File: config.mk
export PLATFORM = sky130hd
export DESIGN_NAME = nksel_ctrl
export DESIGN_NICKNAME = d
export VERILOG_FILES = /design/src/hw/rtl/nearest_k_target_selector_unit_assert.svh /design/src/hw/rtl/nksel_pkg.sv /design/src/hw/rtl/nksel_ctrl.sv
export SDC_FILE = /design/constraint.sdc
export NUM_CORES = 1
export LEC_CHECK = 0
export BUFFER_PORTS_ARGS = -buffer_cell sky130_fd_sc_hd__buf_4
export CAP_MARGIN = 20
export CORE_MARGIN = 2
export CORE_UTILIZATION = 24
export CTS_BUF_LIST = sky130_fd_sc_hd__clkbuf_4
export CTS_CLUSTER_SIZE = 10
export DETAILED_ROUTE_END_ITERATION = 10
export PLACE_DENSITY = 0.47
export SLEW_MARGIN = 20
export SYNTH_ARGS = -nofsm -noshare
export SYNTH_HDL_FRONTEND = slang
export SYNTH_SLANG_ARGS = --single-unit
File: constraint.sdc
create_clock -name clk -period 3.5 [get_ports clk]
set_input_delay 0.35 -clock clk [delete_from_list [all_inputs] [get_ports clk]]
set_output_delay 0.35 -clock clk [all_outputs]
set_load 0.02 [all_outputs]
File: src/hw/rtl/nearest_k_target_selector_unit_assert.svh
// Assertion macros used by the selector datapath.
// Needs clk and rst in the scope of each use.
`ifndef NEAREST_K_TARGET_SELECTOR_UNIT_ASSERT_SVH
`define NEAREST_K_TARGET_SELECTOR_UNIT_ASSERT_SVH

// Same-cycle implication.
`define NKS_ASSERT_IMP(lbl, ante, cons, msg) \
  lbl: assert property (@(posedge clk) disable iff (rst) (ante) |-> (cons)) else $error(msg);

// Next-cycle implication.
`define NKS_ASSERT_NXT(lbl, ante, cons, msg) \
  lbl: assert property (@(posedge clk) disable iff (rst) (ante) |=> (cons)) else $error(msg);

`endif

File: src/hw/rtl/nksel_pkg.sv
// Shared codes, types and fixed widths of the nearest-target selector.
// No dependencies.
package nksel_pkg;

  localparam logic [1:0] FUNC_BEGIN = 2'd0;
  localparam logic [1:0] FUNC_CAND  = 2'd1;
  localparam logic [1:0] FUNC_END   = 2'd2;
  localparam logic [1:0] FUNC_PICK  = 2'd3;

  localparam logic [1:0] KIND_ENTRY = 2'd0;
  localparam logic [1:0] KIND_PICK  = 2'd1;
  localparam logic [1:0] KIND_NONE  = 2'd2;

  localparam logic [1:0] CFG_TRACK_ENABLE = 2'd0;
  localparam logic [1:0] CFG_LOCK_RANGE   = 2'd1;
  localparam logic [1:0] CFG_MAX_TARGETS  = 2'd2;

  localparam int LOCK_RANGE_W = 21;
  localparam int MAX_TGT_W    = 5;
  localparam int CFG_IDX_W    = 2;
  localparam int PICK_W       = 32;
  localparam logic [LOCK_RANGE_W-1:0] MIN_RANGE = 21'd2560;
  localparam logic [LOCK_RANGE_W-1:0] RANGE_RESET = 21'd12800;

  typedef enum logic [3:0] {
    S_IDLE,
    S_DIFF,
    S_SQ,
    S_SUM,
    S_INS,
    S_DIV,
    S_PICK,
    S_EMIT,
    S_NONE
  } state_t;

  typedef struct packed {
    logic       latch;
    logic       ref_load;
    logic       diff_en;
    logic       sq_en;
    logic       sum_en;
    logic       ins_en;
    logic       div_start;
    logic       idx_clr;
    logic       idx_inc;
    logic       idx_from_rem;
    logic       out_load;
    logic [1:0] out_kind;
    logic       cnt_pick;
  } cmd_t;

  typedef struct packed {
    logic enable;
    logic count_zero;
    logic pick_trivial;
    logic idx_last;
    logic div_busy;
    logic out_free;
  } status_t;

endpackage

File: src/hw/rtl/nksel_ctrl.sv
// Sequencer of the selector: decodes each word and steps the datapath.
// Depends on nksel_pkg.
module nksel_ctrl (
  input  logic               clk,
  input  logic               rst,
  input  logic               in_valid,
  input  logic [1:0]         in_func,
  output logic               in_ready,
  input  nksel_pkg::status_t st,
  output nksel_pkg::cmd_t    cmd
);
  import nksel_pkg::*;

  state_t state, state_next;
  logic   accept;

  assign in_ready = (state == S_IDLE);
  assign accept   = in_valid && in_ready;

  always_ff @(posedge clk) begin
    if (rst) begin
      state <= S_IDLE;
    end else begin
      state <= state_next;
    end
  end

  always_comb begin
    state_next = state;
    case (state)
      S_IDLE: begin
        if (accept) begin
          case (in_func)
            FUNC_BEGIN: state_next = S_IDLE;
            FUNC_CAND:  state_next = st.enable ? S_DIFF : S_IDLE;
            FUNC_END: begin
              if (!st.enable || st.count_zero) state_next = S_NONE;
              else state_next = S_EMIT;
            end
            default: begin
              if (!st.enable || st.count_zero) state_next = S_NONE;
              else if (st.pick_trivial) state_next = S_PICK;
              else state_next = S_DIV;
            end
          endcase
        end
      end
      S_DIFF: state_next = S_SQ;
      S_SQ:   state_next = S_SUM;
      S_SUM:  state_next = S_INS;
      S_INS:  state_next = S_IDLE;
      S_DIV:  if (!st.div_busy) state_next = S_PICK;
      S_PICK: if (st.out_free) state_next = S_IDLE;
      S_EMIT: if (st.out_free && st.idx_last) state_next = S_IDLE;
      S_NONE: if (st.out_free) state_next = S_IDLE;
      default: state_next = S_IDLE;
    endcase
  end

  always_comb begin
    cmd = '0;
    cmd.out_kind = KIND_NONE;
    case (state)
      S_IDLE: begin
        cmd.latch    = accept;
        cmd.ref_load = accept && (in_func == FUNC_BEGIN);
        if (accept && (in_func == FUNC_END || in_func == FUNC_PICK)) begin
          cmd.idx_clr   = 1'b1;
          cmd.div_start = (in_func == FUNC_PICK) && st.enable && !st.count_zero &&
                          !st.pick_trivial;
        end
      end
      S_DIFF: cmd.diff_en = 1'b1;
      S_SQ:   cmd.sq_en   = 1'b1;
      S_SUM:  cmd.sum_en  = 1'b1;
      S_INS:  cmd.ins_en  = 1'b1;
      S_DIV:  cmd.idx_from_rem = !st.div_busy;
      S_PICK: begin
        cmd.out_load = st.out_free;
        cmd.out_kind = KIND_PICK;
        cmd.cnt_pick = st.out_free && !st.pick_trivial;
      end
      S_EMIT: begin
        cmd.out_load = st.out_free;
        cmd.out_kind = KIND_ENTRY;
        cmd.idx_inc  = st.out_free;
      end
      S_NONE: begin
        cmd.out_load = st.out_free;
        cmd.out_kind = KIND_NONE;
      end
      default: cmd = '0;
    endcase
  end

endmodule

==> key figures <==
Status
  – Status: finished, final reports clean

Layout
  – Area growth syn-to-layout: 45.60%
  – Register containing the most flip-flops in the final layout: state
  – Top Registers: state x4
  – Antenna cell count: 0
  – Post-layout net count: between 100 and 150
  – Flip-flop count of the largest register, all copies and words added: 4
  – Share of cells above drive strength 1: approximately 36%

Route
  – Total number of vias: approximately 600
  – Final routed wirelength across all metal layers: ~1400 um
  – Number of iterations in the first detailed-routing pass: 4
  – Remaining routing DRC violations: 0
  – Routed vias/inst: approximately 5.2
  – Starting DRC count in detailed routing: 11
  – Post-DRT Antenna Nets: 0
  – DR WL/cell: ~13 um

Power and ir drop
  – Clock Power Share: between 20% and 30%
  – Power dissipated by switching net loads: roughly 0.075 mW
  – Internal power summed over all cells: between 0.1 and 0.15 mW
  – VDD IR max: roughly 210 uV
  – P per Cell Area: approximately 300 nW/um^2
  – Reg power frac: 31.2%
  – Leakage component of the power: around 0.27 nW
  – Proportion of power drawn by combinational gates: approximately two fifths
  – Switching portion of total power: 37.20%

Timing
  – Actual transition at the worst max-transition pin: between 0.5 and 0.6 ns
  – Final hold violations: 0
  – Setup Viol. Count Final: 0
  – Minimum setup slack in the final design: around 1.3 ns
  – WHS: about 0.36 ns
  – Minimum period implied by the final worst setup slack: approximately 2.2 ns
  – Worst max-slew margin expressed relative to the limit: a little over three fifths
  – Total negative slack for setup checks: 0 ns
  – Peak clock frequency supported by timing: 0.4612 GHz
  – Setup Skew: around 0.0017 ns
  – Setup repair after global routing missed its margin: false
  – Max-slew violation total from the final report: 0
  – Post-route clock period utilization: between 60% and 70%

Clocking
  – Maximum root-to-sink buffer count: 2
  – TritonCTS clock tree: built
  – Clock buffer count from CTS: 3
  – Clock Sink Count: 4
  – Clock insertion delay at the later pin of the skew report: 0.23 ns
  – Count of hold buffers inserted by post-cts repair: 0
  – Clock Pin Slew Worst Setup and Hold Paths: about 0.040 ns
  – Count of buffers added by post-CTS timing repair for setup: 0
  – Number of gates resized after cts: 0
  – CTS root buf: sky130_fd_sc_hd__clkbuf_4
  – Level count of the clock H-tree: 1

Min path
  – Number of cells traversed by the worst hold path: 2
  – End point of the most critical hold path: state[2]
  – Tightest Hold Check Type: input pin to register
  – Worst hold path startpoint: rst

Yosys
  – Net Count, Synth: 76
  – Sequential area share after synthesis: between 10% and 20%
  – Largest family of logic cells by synthesized area: simple AND/OR/NAND/NOR gates
  – Average instance area after synthesis: approximately 7.2 sq um
  – Unique masters post-synth: 33
  – Fraction of the mapped netlist area in adder cells: 0%
  – XOR/XNOR Fraction of Synth Area: 0%
  – Number of cells produced by synthesis: 65
  – Post-Synthesis Cell Area: approximately 470 sq um
  – Synthesized flop and latch total: 4
  – Post-synthesis compound-gate area fraction: a little over a quarter
  – Fraction of synthesized area in multiplexers: approximately 2.4%
  – Post-Synth Simple-Gate Area: 44.00%
  – Count of synthesis-stage warnings from yosys: 0

Setup path
  – Largest fanout on the critical path: 17
  – WP data required: between 3 and 4 ns
  – Source of the worst register-to-register timing path: state[3]
  – Reg-to-reg setup timing slack: 1.64 ns
  – Number of buffer and inverter stages on the critical path: 1
  – Start-to-end type of the worst setup path: register to primary output
  – Cell at the slowest stage of the critical path: sky130_fd_sc_hd__nor4_2
  – CP startpoint kind: register
  – Stage delay of the slowest cell on the critical path: between 0.5 and 0.6 ns
  – Depth of the most critical reg-to-reg path: 4
  – Category of the worst setup path capture point: primary output
  – Crit-path cells: nor4_2, nand2_1, nor3b_1, buf_4
  – Cell family contributing the most delay on the critical path: simple AND/OR/NAND/NOR gates
  – Number of gates on the worst path with buffers counted: 4
  – Endpoint of the worst register-to-register path: state[2]
  – Data arrival time of the critical path: ~1.8 ns

Global route
  – First-pass GRT wire length: 2166 um
  – Sum of overflow across all layers after global routing: 0
  – Overall track demand over capacity in global routing: between 10% and 20%
  – Via count of the first global-routing pass: 469
  – Largest net degree at the start of global routing: 18
  – Number of antenna violations at the first check in global routing: 0

Placement
  – Half-perimeter wire length after placement: between 1000 and 1500 um
  – Post-place setup slack: ~1.6 ns
  – Routability congestion estimate: around 0.7
  – Number of buffers added on ports: 25

Job
  – Max-cap viol count: 0

Die
  – Overall die area: between 2000 and 2500 sq um
  – Core ar.: about 1800 sq um
  – DIE HEIGHT: slightly below 50 um
  – Initial standard-cell utilization of the core: between 20% and 30%
  – I/O pins: 26
  – Number of cell rows: 15
  – Die X-Extent: 48.22 um
cell type report:
cell class                      instances  area (sq um)
Timing Repair Buffer                   25         187.7
Tap cell                               25         31.28
Multi-Input combinational cell         52         346.6
Fill cell                             207          1100
Sequential cell                         4         80.08
Inverter                                4         15.01
Clock buffer                            3         22.52
cells in the mapped netlist:
master | instances | area share [%]
sky130_fd_sc_hd__o32ai_1 | 2 | 3.7
sky130_fd_sc_hd__nand4b_1 | 1 | 1.9
sky130_fd_sc_hd__mux2_2 | 1 | 2.4
sky130_fd_sc_hd__a211oi_1 | 1 | 1.6
sky130_fd_sc_hd__o21ai_0 | 5 | 5.3
sky130_fd_sc_hd__a21oi_1 | 2 | 2.1
sky130_fd_sc_hd__a311o_1 | 1 | 2.1
sky130_fd_sc_hd__nor2_1 | 1 | 0.80
sky130_fd_sc_hd__a21boi_0 | 2 | 3.2
sky130_fd_sc_hd__buf_2 | 1 | 1.1
sky130_fd_sc_hd__inv_1 | 4 | 3.2
sky130_fd_sc_hd__clkbuf_1 | 3 | 2.4
sky130_fd_sc_hd__buf_6 | 1 | 2.4
sky130_fd_sc_hd__nand2b_1 | 3 | 4.0
sky130_fd_sc_hd__nor4_1 | 5 | 6.7
sky130_fd_sc_hd__nand2_1 | 2 | 1.6
sky130_fd_sc_hd__or4b_4 | 1 | 2.9
sky130_fd_sc_hd__nand3b_1 | 2 | 3.2
sky130_fd_sc_hd__or2_4 | 1 | 1.9
sky130_fd_sc_hd__nor2b_1 | 2 | 2.7
sky130_fd_sc_hd__and3_1 | 2 | 2.7
sky130_fd_sc_hd__nor3b_1 | 2 | 3.2
sky130_fd_sc_hd__a21o_1 | 1 | 1.6
sky130_fd_sc_hd__o211ai_1 | 1 | 1.6
sky130_fd_sc_hd__nor4_2 | 1 | 2.7
sky130_fd_sc_hd__nand4_1 | 1 | 1.3
sky130_fd_sc_hd__o31ai_1 | 1 | 1.6
sky130_fd_sc_hd__nand3_1 | 4 | 4.3
sky130_fd_sc_hd__nor3_1 | 4 | 4.3
sky130_fd_sc_hd__dfxtp_1 | 4 | 17
sky130_fd_sc_hd__a31oi_1 | 1 | 1.3
sky130_fd_sc_hd__o41ai_1 | 1 | 1.9
sky130_fd_sc_hd__o22ai_1 | 1 | 1.3
through the flow:
step | instance area, sq um | cells | power, mW | utilization, %
final | 683.2 | 113 | 0.2022 | 38.32
after floorplan | 469.2 | 65 | 0.1135 | -
after detailed placement | 660.6 | 110 | 0.1477 | 37.05
after global placement | 660.6 | 110 | 0.1491 | 37.05
after CTS | 683.2 | 113 | 0.2068 | 38.32
after global routing | 683.2 | 113 | 0.2218 | 38.32
worst max-delay path by stage:
| stage | slack, ns | endpoint | from |
|---|---|---|---|
| 4_1_cts | 1.36 | cmd[7] | state[2] |
| 5_1_grt | 1.20 | cmd[7] | state[2] |
| 3_3_place_gp | 1.58 | cmd[7] | state[2] |
| 3_5_place_dp | 1.63 | cmd[7] | state[2] |
| 6_report | 1.33 | cmd[7] | state[2] |
| 2_1_floorplan | 1.29 | cmd[7] | state[1] |
layout by cell type (no fill, tap or decap), types with 2 or more instances in the layout:
cell type / instances
sky130_fd_sc_hd__nand2b_1: 3
sky130_fd_sc_hd__buf_4: 25
sky130_fd_sc_hd__nor4_1: 5
sky130_fd_sc_hd__o21ai_0: 5
sky130_fd_sc_hd__nor3b_1: 2
sky130_fd_sc_hd__nand2_1: 2
sky130_fd_sc_hd__o32ai_1: 2
sky130_fd_sc_hd__nor3_1: 4
sky130_fd_sc_hd__inv_1: 4
sky130_fd_sc_hd__a21oi_1: 2
sky130_fd_sc_hd__nand3_1: 4
sky130_fd_sc_hd__dfxtp_1: 4
sky130_fd_sc_hd__nand3b_1: 2
sky130_fd_sc_hd__a21boi_0: 2
sky130_fd_sc_hd__nor2b_1: 2
sky130_fd_sc_hd__clkbuf_4: 3
sky130_fd_sc_hd__and3_1: 2
power groups by stage:
| stage | clock [mW] | sequential [mW] | combinational, mW |
|---|---|---|---|
| CTS | 0.0592 | 0.0633 | 0.0843 |
| floorplan | 0 | 0.0530 | 0.0605 |
| global route | 0.0656 | 0.0647 | 0.0916 |
| global placement | 0 | 0.0637 | 0.0853 |
| detailed placement | 0 | 0.0638 | 0.0838 |
| finish | 0.0552 | 0.0631 | 0.0840 |
layer usage:
layer	vias up	wire length, um	share of wire (%)	global-route usage (%)
met1	256	714	50	19.96
li1	303	-	-	-
met4	0	0	0	0
met3	0	138	9.7	5.556
met5	-	0	0	0
met2	30	565	40	18.42
cell families (layout without fill, tap and decap cells):
| logic type | Yosys count | in the layout |
|---|---|---|
| AOI/OAI and AO/OA | 19 | 19 |
| buffers and inverters | 9 | 32 |
| DFF | 4 | 4 |
| muxes | 1 | 1 |
| and+or+nand+nor | 32 | 32 |
(Power assumes the default switching activity.)
